## src/rtl/okd_pkg.sv

```systemverilog
// ----------------------------------------------------------------------------
// okd_pkg
// shared types, codes and helpers for the ordered key decoder
// ----------------------------------------------------------------------------
package okd_pkg;

    localparam int unsigned MAX_FIELDS  = 8;
    localparam int unsigned FCNT_W      = 4;
    localparam int unsigned FIDX_W      = 3;
    localparam int unsigned RQ_DEPTH    = 8;
    localparam int unsigned RQ_PTR_W    = $clog2(RQ_DEPTH);
    localparam int unsigned RQ_CNT_W    = RQ_PTR_W + 1;
    localparam int unsigned OUT_DATA_W  = 80;
    localparam int unsigned OUT_USED_W  = 78;
    localparam logic [FCNT_W-1:0] MAX_FIELDS_C = FCNT_W'(MAX_FIELDS);
    localparam logic [63:0] SIGN_FLIP = 64'h8000_0000_0000_0000;

    localparam logic [7:0] BYTE_TERM    = 8'h00;
    localparam logic [7:0] BYTE_ESC     = 8'h01;
    localparam logic [7:0] BYTE_ESC_ONE = 8'h02;

    typedef enum logic [1:0] {
        KIND_INT    = 2'd0,
        KIND_BYTE   = 2'd1,
        KIND_END    = 2'd2,
        KIND_STATUS = 2'd3
    } t_kind;

    typedef enum logic [2:0] {
        ST_OK           = 3'd0,
        ST_TRUNC_INT    = 3'd1,
        ST_BAD_ESCAPE   = 3'd2,
        ST_UNTERMINATED = 3'd3,
        ST_TRAILING     = 3'd4
    } t_status;

    typedef enum logic {
        REG_FIELD_COUNT = 1'b0,
        REG_FIELD_TYPES = 1'b1
    } t_reg_idx;

    typedef struct packed {
        t_kind              kind;
        logic [FIDX_W-1:0]  field_index;
        logic [63:0]        int_value;
        logic [7:0]         string_byte;
        t_status            status;
        logic               last_result;
    } t_result;

    typedef struct packed {
        logic [FCNT_W-1:0]  field_count;
        logic [7:0]         field_types;
    } t_cfg;

    function automatic logic is_string_field(input logic [FCNT_W-1:0] idx,
                                             input logic [7:0] types);
        logic res;
        res = 1'b0;
        if (idx < FCNT_W'(8)) begin
            res = types[idx[FIDX_W-1:0]];
        end
        return res;
    endfunction

endpackage

```

## src/rtl/okd_cfg.sv

```systemverilog
// ----------------------------------------------------------------------------
// okd_cfg
// register file for the key schema, written and read over the apb port
// ----------------------------------------------------------------------------
module okd_cfg (
    input  logic           i_clk,
    input  logic           i_rst_n,
    input  logic           psel,
    input  logic           penable,
    input  logic           pwrite,
    input  logic [2:0]     paddr,
    input  logic [31:0]    pwdata,
    output logic [31:0]    prdata,
    output logic           pready,
    output okd_pkg::t_cfg  o_cfg
);
    import okd_pkg::*;

    logic [FCNT_W-1:0] r_field_count;
    logic [7:0]        r_field_types;
    t_reg_idx          reg_idx;
    logic              wr_en;

    assign reg_idx = t_reg_idx'(paddr[2]);
    assign wr_en   = psel && penable && pwrite;
    assign pready  = 1'b1;

    always_ff @(posedge i_clk) begin
        if (!i_rst_n) begin
            r_field_count <= FCNT_W'(1);
            r_field_types <= 8'h00;
        end else if (wr_en) begin
            unique case (reg_idx)
                REG_FIELD_COUNT: r_field_count <= pwdata[FCNT_W-1:0];
                REG_FIELD_TYPES: r_field_types <= pwdata[7:0];
                default:         r_field_count <= r_field_count;
            endcase
        end
    end

    always_comb begin
        unique case (reg_idx)
            REG_FIELD_COUNT: prdata = {{(32-FCNT_W){1'b0}}, r_field_count};
            REG_FIELD_TYPES: prdata = {24'h0, r_field_types};
            default:         prdata = 32'h0;
        endcase
    end

    assign o_cfg.field_count = r_field_count;
    assign o_cfg.field_types = r_field_types;

endmodule

```

## src/rtl/okd_decode.sv

```systemverilog
// ----------------------------------------------------------------------------
// okd_decode
// input register and per-byte key decode, giving up to two results a byte
// ----------------------------------------------------------------------------
module okd_decode (
    input  logic            i_clk,
    input  logic            i_rst_n,
    input  okd_pkg::t_cfg   i_cfg,
    input  logic            i_in_valid,
    input  logic [7:0]      i_key_byte,
    input  logic            i_key_end,
    output logic            o_busy,
    output logic [1:0]      o_push_n,
    output okd_pkg::t_result o_res0,
    output okd_pkg::t_result o_res1
);
    import okd_pkg::*;

    logic              r_in_valid;
    logic [7:0]        r_in_byte;
    logic              r_in_end;

    logic [FCNT_W-1:0] r_fp,   n_fp;
    logic [2:0]        r_bp,   n_bp;
    logic [55:0]       r_part, n_part;
    logic              r_esc,  n_esc;
    t_status           r_err,  n_err;

    logic [FCNT_W-1:0] count;
    logic              cur_str;
    logic              d_valid;
    t_result           d_res;
    t_result           s_res;
    t_status           st;

    assign count   = (i_cfg.field_count > MAX_FIELDS_C) ? MAX_FIELDS_C : i_cfg.field_count;
    assign cur_str = is_string_field(r_fp, i_cfg.field_types);

    always_comb begin
        n_fp    = r_fp;
        n_bp    = r_bp;
        n_part  = r_part;
        n_esc   = r_esc;
        n_err   = r_err;
        d_valid = 1'b0;
        d_res   = '0;
        s_res   = '0;
        st      = ST_OK;
        d_res.field_index = r_fp[FIDX_W-1:0];
        if (r_in_valid && (r_err == ST_OK)) begin
            if (r_fp >= count) begin
                n_err = ST_TRAILING;
            end else if (!cur_str) begin
                if (r_bp != 3'd7) begin
                    n_part = {r_part[47:0], r_in_byte};
                    n_bp   = r_bp + 3'd1;
                end else begin
                    d_valid         = 1'b1;
                    d_res.kind      = KIND_INT;
                    d_res.int_value = {r_part, r_in_byte} ^ SIGN_FLIP;
                    n_fp            = r_fp + FCNT_W'(1);
                    n_bp            = 3'd0;
                    n_part          = '0;
                end
            end else if (r_esc) begin
                if ((r_in_byte == BYTE_ESC) || (r_in_byte == BYTE_ESC_ONE)) begin
                    d_valid           = 1'b1;
                    d_res.kind        = KIND_BYTE;
                    d_res.string_byte = r_in_byte - 8'd1;
                    n_esc             = 1'b0;
                end else begin
                    n_err = ST_BAD_ESCAPE;
                end
            end else if (r_in_byte == BYTE_TERM) begin
                d_valid    = 1'b1;
                d_res.kind = KIND_END;
                n_fp       = r_fp + FCNT_W'(1);
            end else if (r_in_byte == BYTE_ESC) begin
                n_esc = 1'b1;
            end else begin
                d_valid           = 1'b1;
                d_res.kind        = KIND_BYTE;
                d_res.string_byte = r_in_byte;
            end
        end
        st = n_err;
        if ((st == ST_OK) && (n_fp < count)) begin
            st = is_string_field(n_fp, i_cfg.field_types) ? ST_UNTERMINATED : ST_TRUNC_INT;
        end
        s_res.kind        = KIND_STATUS;
        s_res.status      = st;
        s_res.last_result = 1'b1;
        if (r_in_valid && r_in_end) begin
            n_fp   = '0;
            n_bp   = '0;
            n_part = '0;
            n_esc  = 1'b0;
            n_err  = ST_OK;
        end
    end

    always_comb begin
        o_res0   = d_valid ? d_res : s_res;
        o_res1   = s_res;
        o_push_n = 2'({1'b0, r_in_valid && d_valid} + {1'b0, r_in_valid && r_in_end});
    end

    always_ff @(posedge i_clk) begin
        if (!i_rst_n) begin
            r_in_valid <= 1'b0;
            r_fp       <= '0;
            r_bp       <= '0;
            r_part     <= '0;
            r_esc      <= 1'b0;
            r_err      <= ST_OK;
        end else begin
            r_in_valid <= i_in_valid;
            r_fp       <= n_fp;
            r_bp       <= n_bp;
            r_part     <= n_part;
            r_esc      <= n_esc;
            r_err      <= n_err;
        end
    end

    always_ff @(posedge i_clk) begin
        if (i_in_valid) begin
            r_in_byte <= i_key_byte;
            r_in_end  <= i_key_end;
        end
    end

    assign o_busy = r_in_valid;

endmodule

```

## src/rtl/okd_res_queue.sv

```systemverilog
// ----------------------------------------------------------------------------
// okd_res_queue
// result queue taking up to two results a cycle and giving one per transaction
// ----------------------------------------------------------------------------
module okd_res_queue (
    input  logic                      i_clk,
    input  logic                      i_rst_n,
    input  logic [1:0]                i_push_n,
    input  okd_pkg::t_result          i_res0,
    input  okd_pkg::t_result          i_res1,
    input  logic                      i_pop,
    output logic                      o_valid,
    output okd_pkg::t_result          o_res,
    output logic [okd_pkg::RQ_CNT_W-1:0] o_count
);
    import okd_pkg::*;

    t_result               r_mem [RQ_DEPTH];
    logic [RQ_PTR_W-1:0]   r_wr_ptr;
    logic [RQ_PTR_W-1:0]   r_rd_ptr;
    logic [RQ_CNT_W-1:0]   r_count;
    logic [RQ_PTR_W-1:0]   wr_ptr1;
    logic                  pop_ok;

    assign wr_ptr1 = r_wr_ptr + RQ_PTR_W'(1);
    assign pop_ok  = i_pop && (r_count != '0);

    always_ff @(posedge i_clk) begin
        if (i_push_n != 2'd0) begin
            r_mem[r_wr_ptr] <= i_res0;
        end
        if (i_push_n == 2'd2) begin
            r_mem[wr_ptr1] <= i_res1;
        end
    end

    always_ff @(posedge i_clk) begin
        if (!i_rst_n) begin
            r_wr_ptr <= '0;
            r_rd_ptr <= '0;
            r_count  <= '0;
        end else begin
            r_wr_ptr <= r_wr_ptr + RQ_PTR_W'(i_push_n);
            r_rd_ptr <= r_rd_ptr + RQ_PTR_W'(pop_ok);
            r_count  <= r_count + RQ_CNT_W'(i_push_n) - RQ_CNT_W'(pop_ok);
        end
    end

    assign o_valid = (r_count != '0);
    assign o_res   = r_mem[r_rd_ptr];
    assign o_count = r_count;

endmodule

```

## src/rtl/ordered_key_decoder_core.sv

```systemverilog
// ----------------------------------------------------------------------------
// ordered_key_decoder_core
// streaming decoder for order-preserving database keys
// ----------------------------------------------------------------------------
// One key byte is taken per cycle while s_axis_tready is high. A byte is
// registered, decoded the next cycle against the schema (up to eight int64
// or escaped string fields) and its results, none, one or two, land in an
// eight-entry result queue. Input is taken while the queue has room for
// everything in flight; with a consumer that is always ready the block
// sustains one byte per cycle while bytes average at most one result each;
// a key's final byte that gives a data result also queues a status result.
// Results for a key that ends with a non-ok status are to be discarded.
module ordered_key_decoder_core (
    input  logic         i_clk,
    input  logic         i_rst_n,
    input  logic         s_axis_tvalid,
    output logic         s_axis_tready,
    input  logic [7:0]   s_axis_tdata,   // key_byte
    input  logic         s_axis_tlast,   // key_end
    output logic         m_axis_tvalid,
    input  logic         m_axis_tready,
    output logic [79:0]  m_axis_tdata,   // field_index, int_value, string_byte, status, zero pad
    output logic [1:0]   m_axis_tuser,   // kind
    output logic         m_axis_tlast,   // last_result
    input  logic         psel,
    input  logic         penable,
    input  logic         pwrite,
    input  logic [2:0]   paddr,
    input  logic [31:0]  pwdata,
    output logic [31:0]  prdata,
    output logic         pready
);
    import okd_pkg::*;

    t_cfg                cfg;
    logic                in_acc;
    logic                busy;
    logic [1:0]          push_n;
    t_result             res0;
    t_result             res1;
    t_result             out_res;
    logic [RQ_CNT_W-1:0] q_count;
    logic [RQ_CNT_W:0]   reserved;

    okd_cfg u_cfg (
        .i_clk   (i_clk),
        .i_rst_n (i_rst_n),
        .psel    (psel),
        .penable (penable),
        .pwrite  (pwrite),
        .paddr   (paddr),
        .pwdata  (pwdata),
        .prdata  (prdata),
        .pready  (pready),
        .o_cfg   (cfg)
    );

    assign reserved      = {1'b0, q_count} + {{(RQ_CNT_W-1){1'b0}}, busy, 1'b0};
    assign s_axis_tready = (reserved <= (RQ_CNT_W+1)'(RQ_DEPTH - 2));
    assign in_acc        = s_axis_tvalid && s_axis_tready;

    okd_decode u_decode (
        .i_clk      (i_clk),
        .i_rst_n    (i_rst_n),
        .i_cfg      (cfg),
        .i_in_valid (in_acc),
        .i_key_byte (s_axis_tdata),
        .i_key_end  (s_axis_tlast),
        .o_busy     (busy),
        .o_push_n   (push_n),
        .o_res0     (res0),
        .o_res1     (res1)
    );

    okd_res_queue u_queue (
        .i_clk    (i_clk),
        .i_rst_n  (i_rst_n),
        .i_push_n (push_n),
        .i_res0   (res0),
        .i_res1   (res1),
        .i_pop    (m_axis_tready),
        .o_valid  (m_axis_tvalid),
        .o_res    (out_res),
        .o_count  (q_count)
    );

    assign m_axis_tuser = out_res.kind;
    assign m_axis_tlast = out_res.last_result;
    assign m_axis_tdata = {{(OUT_DATA_W-OUT_USED_W){1'b0}}, out_res.status,
                           out_res.string_byte, out_res.int_value, out_res.field_index};

endmodule

```

## config.mk

```make
export PLATFORM = sky130hd
export DESIGN_NAME = ordered_key_decoder_core
export DESIGN_NICKNAME = d
export VERILOG_FILES = /design/src/rtl/okd_pkg.sv /design/src/rtl/okd_cfg.sv /design/src/rtl/okd_decode.sv /design/src/rtl/okd_res_queue.sv /design/src/rtl/ordered_key_decoder_core.sv
export SDC_FILE = /design/constraint.sdc
export NUM_CORES = 1
export LEC_CHECK = 0
export BUFFER_PORTS_ARGS = -buffer_cell sky130_fd_sc_hd__buf_2
export CAP_MARGIN = 5
export CORE_ASPECT_RATIO = 1.4
export CORE_UTILIZATION = 30
export DETAILED_ROUTE_END_ITERATION = 8
export SYNTH_ARGS = -nofsm -noshare
export SYNTH_HDL_FRONTEND = slang
export SYNTH_SLANG_ARGS = --single-unit
```

## constraint.sdc

```tcl
create_clock -name i_clk -period 7.7 [get_ports i_clk]
set_input_delay 0.77 -clock i_clk [delete_from_list [all_inputs] [get_ports i_clk]]
set_output_delay 0.77 -clock i_clk [all_outputs]
set_load 0.005 [all_outputs]
```

# Word level (Yosys, flattened, before mapping)
# Memories as Yosys holds them, arrays and structs flattened. A register that Yosys moved wholly into a read port is not among the register bits.
# Index checks and enable logic that the tools add are counted.
word_totals:
  ff_bits: 99
  mem_bits_rw: 648
  inputBits: 51
  output_inout_bits: 118
  wordCells: 118
  memories: 1
mem_list:
  columns: ["name", "words", "word_bits", "rd", "rd_clocked_by_memory_dff", "wr", "line_no", "rtl"]
  rows:
  - ["u_queue.r_mem", 8, 81, 1, 1, 2, "okd_res_queue.sv:18", "t_result r_mem [RQ_DEPTH];"]
classes:
  addsub: 10
  n_lt_le_gt_ge: 8
  eq_ne: 4
  muxes: 58
  bitwise_logic: 5
  n_reduce_logical: 19
op_table:
  columns: ["operator", "count"]
  rows:
  - ["two-way mux 72 bit", 2]
  - ["two-way mux 64 bit", 2]
  - ["two-way mux 81 bit", 1]
  - ["case mux 32 bit (2 select lines)", 1]
  - ["two-way mux 56 bit", 1]
  - ["two-way mux 8 bit", 5]
  - ["two-way mux 4 bit", 7]
  - ["two-way mux 3 bit", 8]
  - ["two-way mux 1 bit", 23]
  - ["two-way mux 2 bit", 6]
  - ["== test 8 x 1 -> 1 bit (second input constant)", 1]
  - ["== test 8 x 2 -> 1 bit (second input constant)", 1]
  - ["logical AND 1 bit", 8]
  - ["logical NOT 8 bit", 1]
  - ["less-than comparator 3 x 4 -> 1 bit (second input constant)", 2]
  - ["less-than comparator 4 bit (second input constant)", 2]
  - ["subtractor 8 x 1 -> 8 bit (second input constant)", 1]
  - ["adder 3 x 1 -> 3 bit (second input constant)", 2]
  - ["binary-select mux 1 bit (select 3 bit)", 2]
  - ["logical NOT 3 bit", 2]
  - ["AND reduction 3 bit", 2]
  - ["adder 4 x 2 -> 5 bit", 1]
  - ["<= comparator 5 x 3 -> 1 bit (second input constant)", 1]
  - ["inverter 1 bit", 5]
  - ["16 further kinds", 17]

# Longest topological paths before layout
logic_depth:
  depth_word: 13
  ltp_mapped: 20
  depth_no_buf: 18

# By module
# Synthesis repeated with hierarchy kept, for this count alone.
hier_totals:
  cells_unflattened: 2428
  hier_area_um2: 38326.8
modules_own_cells:
  columns: ["mod", "instances", "cells_per_inst", "area_per_inst_um2", "seq_area_each_um2"]
  rows:
  - ["okd_res_queue", 1, 1730, 32778.9, 19658.9]
  - ["okd_decode", 1, 600, 4679.5, 1631.6]
  - ["okd_cfg", 1, 86, 789.5, 240.2]
  - ["ordered_key_decoder_core", 1, 12, 78.8, 0.0]

# Worst setup path after synthesis
# Ideal clock, no wire load.
synth_timing:
  path_kind: "register to register"
  start: "reg u_decode.r_fp[0]"
  end: "reg u_queue.r_count[3], in the netlist u_queue.o_count[3]"
  setup_time_ns: 0.115
  arrival_ns: 4.114
  slack_ns: 3.471
  path_stages_with_launch: 20
  period_less_slack_ns: 4.229
  path_cell_list: "dfxtp_1 buf_4 inv_1 ha_1 nand2b_1 a2111oi_4 o21ai_0 or2_1 a211o_1 nand2_1 buf_2 ha_1 inv_1 ha_1 inv_1 ha_1 a21o_1 a21oi_1 xor2_1 and2_1"
synth_between:
  elab_chain_cells: 10
  elab_cells_between_ends: 12
  cone_classes: "3 x add/sub; 2 x order compare; 6 x mux; 1 x reduce/logical"
synth_rtl:
  columns: ["element", "line_no", "rtl"]
  rows:
  - ["start: declaration", "okd_decode.sv:23", "logic [FCNT_W-1:0] r_fp, n_fp;"]
  - ["start signal: assignment", "okd_decode.sv:118", "r_fp <= n_fp;"]
  - ["binary-select mux 1 bit (select 3 bit)", "okd_pkg.sv:61", "res = types[idx[FIDX_W-1:0]];"]
  - ["two-way mux 1 bit (implied by the code)", "okd_pkg.sv:61", null]
  - ["two-way mux 1 bit", "okd_pkg.sv:60", "if (idx < FCNT_W'(8)) begin"]
  - ["two-way mux 1 bit", "okd_decode.sv:53", "end else if (!cur_str) begin"]
  - ["two-way mux 1 bit *", "okd_decode.sv:51", "if (r_fp >= count) begin"]
  - ["two-way mux 1 bit *", "okd_decode.sv:50", "if (r_in_valid && (r_err == ST_OK)) begin"]
  - ["logical AND 1 bit *", "okd_decode.sv:105", "o_push_n = 2'({1'b0, r_in_valid && d_valid} + {1'b0, r_in_valid && r_in_end});"]
  - ["adder 1 x 1 -> 2 bit *", "okd_decode.sv:105", null]
  - ["adder 4 x 2 -> 4 bit *", "okd_res_queue.sv:45", "r_count <= r_count + RQ_CNT_W'(i_push_n) - RQ_CNT_W'(pop_ok);"]
  - ["subtractor 4 x 1 -> 4 bit *", "okd_res_queue.sv:45", null]
  - ["end signal: assignment", "okd_res_queue.sv:45", null]
  - ["end: declaration", "okd_res_queue.sv:21", "logic [RQ_CNT_W-1:0] r_count;"]
# Mark *: on every way between the ends. The rest lies on a longest branch, timed or not. The select of a mux whose other input is x is not followed.
# A chain may end at the register's enable or synchronous reset.

==> impl_summary.md <==
Final layout
The share of cells above drive strength 1 is 0.220. At the end of the flow, the number of nets in the layout was 2516. The summed area of non-filler cells in the final layout is 33600 µm². The layout overhead on the synthesized area is 12.9%. For this run, the number of standard cells in the final layout without fillers is 3807.

CTS
The number of clock sinks is 747. The number of buffers created by CTS is 69. The post-CTS setup buffer count is 0. The clock-pin slew of the registers on the worst-case setup and hold paths is 0.07 ns. TritonCTS built the clock tree. Clock latency on the worst-skew pair, taken at its later pin, is 0.63 ns. The number of hold buffers added after CTS was 0.

No sink is reached through more buffers than the 3 on the longest clock path. The post-cts gate resize count is 0. The cell sitting at the root of the clock tree is a sky130_fd_sc_hd__clkbuf_16. In this run the number of H-tree levels came out at 3.

Place
Buffers placed on the I/O ports in this run total 115. Once detailed placement completed, the half-perimeter wirelength came to 48.4 mm. The area after detailed placement is 31300 µm². At the end of routability-driven placement, the weighted congestion stood at 0.799.

The number of placed instances, taps included, is 3678.

Logic synthesis
Counting distinct cell types in the post-synthesis netlist gives 63. The proportion of synthesized flip-flops having asynchronous set or reset is 0. The combined area of all synthesized cells is 29700 µm². Summed over all instances, the cell type with the most area after synthesis is sky130_fd_sc_hd__dfxtp_1. The synthesized area per cell is 12.0 µm². The share of synthesized area in the top cell type comes to 0.481. Yosys mapped a number of flops with a built-in enable equal to 33. Ranked by total cell area, the synthesized netlist is headed by sky130_fd_sc_hd__dfxtp_1 48%, sky130_fd_sc_hd__a22o_1 17%, sky130_fd_sc_hd__mux4_2 12%, sky130_fd_sc_hd__edfxtp_1 3.3%, sky130_fd_sc_hd__mux2_2 3.2%. The flip-flop cell with the highest count after synthesis is sky130_fd_sc_hd__dfxtp_1.

The share of the Yosys chip area taken by registers is 0.514. The register bit count reported by yosys is 747. Synthesis handed over a netlist of 2486 instances. Yosys printed 0 warnings.

Power
The power dissipated by switching net loads is 0.00217 W. The sequential cell fraction of total power is 0.487. The static power due to leakage is 12.5 nW. Internal power comes to 0.00624 W. The share of power burned in the clock network is 0.412. Dividing total power by cell area gives a power density of 251 nW/µm². The share of total power dissipated in combinational logic is 0.100. The switching share of power is 0.258.

The worst vdd rail ir drop is 160 µV.

Timing
Setup repair after global routing left no endpoint under its margin. The worst clock skew is 0.0311 ns. Static timing analysis puts the maximum clock frequency at 174 MHz.

The number of hold violations in the final report is 0. In this run the tightest slew margin relative to its limit is 0.191. For the pin with the worst max-slew slack, the measured transition is 1.21 ns. The smallest clock period supported by the final layout is computed as 5.76 ns. The final hold slack is 0.332 ns. Setup total negative slack on the finished layout was measured at 0 ns. Of the available clock period, the critical path in the final layout requires 0.748.

Setup violations remaining at the end of the flow were counted as 0. The number of pins with negative max-slew slack in the final report is 0.

Setup path
The biggest cell delay along the critical path is 0.95 ns. The type of origin of the critical path is a flip-flop. The critical path data arrival time is 6.32 ns.

The endpoint required time on the critical path is 8.26 ns. The cell with the largest stage delay on the worst path is sky130_fd_sc_hd__nor2_4. Measured in cells, the most critical reg-to-reg path has a length of 15. The class of the most critical setup path is flip-flop to flip-flop. The worst setup path is captured at a flip-flop. Traced cell by cell, the critical path runs through inv_1, ha_1, nand2b_1, a2111oi_4, o21ai_0, or2_1, a211o_1, nand2_1, inv_2, ha_1, nor2b_1, nand2_1, nor2_4, buf_4, a22o_1. In this run the worst path has a maximum fanout of 26.

Global routing
The first global-routing pass estimated 133 mm of wire. The pin count of the biggest net entering global routing is 120. The overall routing resource usage is 0.175. The initial antenna violation count is 8. The via count of the first global-routing pass is 20800. The total overflow left after global routing is 0.

Floorplanning
In this run the core area contains 136 standard-cell rows. The I/O pin count is 169. The initial core utilization is 0.303.

The vertical die dimension is 374 µm. The die boundary width is 268 µm. The core outline area is 98200 µm². The die footprint is 100000 µm².

Flow run
Max-cap violations in this run came to 0.

Drt
The post-route antenna net violation count is 0. Dividing the detail-routed via count by the number of cells gives 5.42. The first detailed-routing pass took 5 iterations.

Across all layers, the routed design uses 20600 vias. In this run, the number of DRC markers left after iteration 0 of detailed routing was 1535. After detailed routing, the average wire length per cell comes to 23.2 µm. Summed over all layers, the routed wires come to 88.4 mm. For this run, design rule violations remaining after detail routing come to 0.

Status
The flow ran to the end, and the final reports show no timing, DRC or antenna violations.

Min path
The min-delay analysis places its worst path in the category primary input to flip-flop. The number of cells on the worst hold path is 1.
## through the flow
| step | setup slack, ns | power [W] | util |
|---|---|---|---|
| global placement | 1.98 | 0.00503 | 0.319 |
| CTS | 1.91 | 0.00849 | 0.342 |
| finish | 1.94 | 0.00841 | 0.342 |
| detailed placement | 1.92 | 0.00504 | 0.319 |
| floorplan | 3.47 | 0.00477 | - |
| global route | 1.63 | 0.00869 | 0.342 |
## registers in the layout, summed over array words and instances (netlist names)
register	count
u_cfg.r_field_count	4
u_cfg.r_field_types	8
u_decode.o_busy	1
u_decode.r_bp	3
u_decode.r_err	3
u_decode.r_esc	1
u_decode.r_fp	4
u_decode.r_in_byte	8
u_decode.r_in_end	1
u_decode.r_part	56
u_queue.o_count	4
u_queue.r_mem	648
u_queue.r_rd_ptr	3
u_queue.r_wr_ptr	3
## worst max-delay path: cells and delay by family, from the launching register on
kind,cells,cell delay (ns)
buffers and inverters,3,0.65
AO/OA/AOI/OAI,4,1.34
adder cells (fa/ha/maj),2,0.60
flip-flops,1,0.63
AND/OR/NAND/NOR,6,2.45
## synth_stat cells, types with 3 or more instances
cell type / instances
sky130_fd_sc_hd__and2_1: 15
sky130_fd_sc_hd__xor2_1: 7
sky130_fd_sc_hd__nor4_1: 3
sky130_fd_sc_hd__clkbuf_1: 174
sky130_fd_sc_hd__nand4_1: 3
sky130_fd_sc_hd__nand2_1: 159
sky130_fd_sc_hd__nor2_2: 3
sky130_fd_sc_hd__nor2_1: 77
sky130_fd_sc_hd__mux2_2: 84
sky130_fd_sc_hd__edfxtp_1: 33
sky130_fd_sc_hd__mux4_2: 162
sky130_fd_sc_hd__a21oi_1: 79
sky130_fd_sc_hd__dfxtp_1: 714
sky130_fd_sc_hd__buf_1: 68
sky130_fd_sc_hd__nor2b_1: 12
sky130_fd_sc_hd__nand3_1: 14
sky130_fd_sc_hd__buf_4: 28
sky130_fd_sc_hd__inv_1: 27
sky130_fd_sc_hd__mux2i_1: 12
sky130_fd_sc_hd__o31ai_1: 8
sky130_fd_sc_hd__buf_2: 28
sky130_fd_sc_hd__a21o_1: 3
sky130_fd_sc_hd__nor3b_1: 4
sky130_fd_sc_hd__and3_1: 3
sky130_fd_sc_hd__xnor2_1: 6
sky130_fd_sc_hd__o22a_1: 8
sky130_fd_sc_hd__nor3_1: 11
sky130_fd_sc_hd__ha_1: 25
sky130_fd_sc_hd__a21boi_0: 8
sky130_fd_sc_hd__a22o_1: 568
sky130_fd_sc_hd__nand2b_1: 11
sky130_fd_sc_hd__o21ai_0: 33
sky130_fd_sc_hd__nand3b_1: 60
## placed cells by master (no fill, tap or decap), types with 6 or more instances in the layout
cell type                   instances
sky130_fd_sc_hd__a21boi_0           8
sky130_fd_sc_hd__a21oi_1           79
sky130_fd_sc_hd__a22o_1           568
sky130_fd_sc_hd__and2_1            15
sky130_fd_sc_hd__buf_12             6
sky130_fd_sc_hd__buf_2            115
sky130_fd_sc_hd__buf_4             33
sky130_fd_sc_hd__clkbuf_1          15
sky130_fd_sc_hd__clkbuf_16         73
sky130_fd_sc_hd__clkbuf_8           8
sky130_fd_sc_hd__clkinv_2          18
sky130_fd_sc_hd__conb_1            27
sky130_fd_sc_hd__dfxtp_1          711
sky130_fd_sc_hd__edfxtp_1          33
sky130_fd_sc_hd__ha_1              24
sky130_fd_sc_hd__inv_1             27
sky130_fd_sc_hd__mux2_2            84
sky130_fd_sc_hd__mux2i_1           12
sky130_fd_sc_hd__mux4_2           162
sky130_fd_sc_hd__nand2_1          158
sky130_fd_sc_hd__nand2b_1          10
sky130_fd_sc_hd__nand3_1           14
sky130_fd_sc_hd__nand3b_1          60
sky130_fd_sc_hd__nor2_1            63
sky130_fd_sc_hd__nor2_4            16
sky130_fd_sc_hd__nor2b_1           11
sky130_fd_sc_hd__nor3_1            11
sky130_fd_sc_hd__o21ai_0           33
sky130_fd_sc_hd__o22a_1             8
sky130_fd_sc_hd__o31ai_1            8
sky130_fd_sc_hd__xnor2_1            6
sky130_fd_sc_hd__xor2_1             7
## layer usage
| layer | global-route usage | part of all wire | routed length [µm] |
|---|---|---|---|
| met5 | 0 | 0.00015 | 13 |
| met4 | 0.0675 | 0.030 | 2670 |
| met3 | 0.0266 | 0.056 | 4990 |
| met2 | 0.302 | 0.50 | 44600 |
| met1 | 0.215 | 0.41 | 36200 |
## power by group through the flow
stage | Clock (W) | Combinational (W) | Sequential, W
floorplan | 0 | 0.000724 | 0.00405
global placement | 0 | 0.000850 | 0.00418
detailed placement | 0 | 0.000856 | 0.00419
CTS | 0.00354 | 0.000858 | 0.00410
global route | 0.00368 | 0.000904 | 0.00411
finish | 0.00347 | 0.000845 | 0.00410
## logic make-up (layout without fill, tap and decap cells)
group | count (synthesis) | after routing | synth area share
flops | 747 | 747 | 0.514
compound gates | 725 | 725 | 0.199
simple gates | 385 | 385 | 0.0644
buf+inv | 326 | 307 | 0.0459
mux | 260 | 260 | 0.160
fa+ha+maj | 27 | 27 | 0.0119
xor+xnor | 14 | 14 | 0.00438
other cells | 2 | 31 | 0.000253
## final timing paths
kind / slack, ns / start / endpoint
worst max-delay path: 1.94 / u_decode.r_fp[0] / u_queue.r_mem[5][73]
worst min-delay path: 0.33 / s_axis_tdata[5] / u_decode.r_in_byte[5]
worst max register to register: 1.94 / u_decode.r_fp[0] / u_queue.r_mem[5][73]
worst min register to register: 0.44 / u_queue.r_mem[3][0] / u_queue.r_mem[3][0]
## layout make-up
| cell class | instances | area, µm² |
|---|---|---|
| diodes | 4 | 10.0 |
| clock inverters | 28 | 254 |
| repair buffers | 154 | 943 |
| clock buffers | 97 | 2000 |
| well taps | 1311 | 1640 |
| multi-input cells | 1438 | 13300 |
| fillers | 9727 | 64600 |
| flip-flops and latches | 747 | 15300 |
| inverters | 28 | 105 |
(Power assumes the default switching activity.)
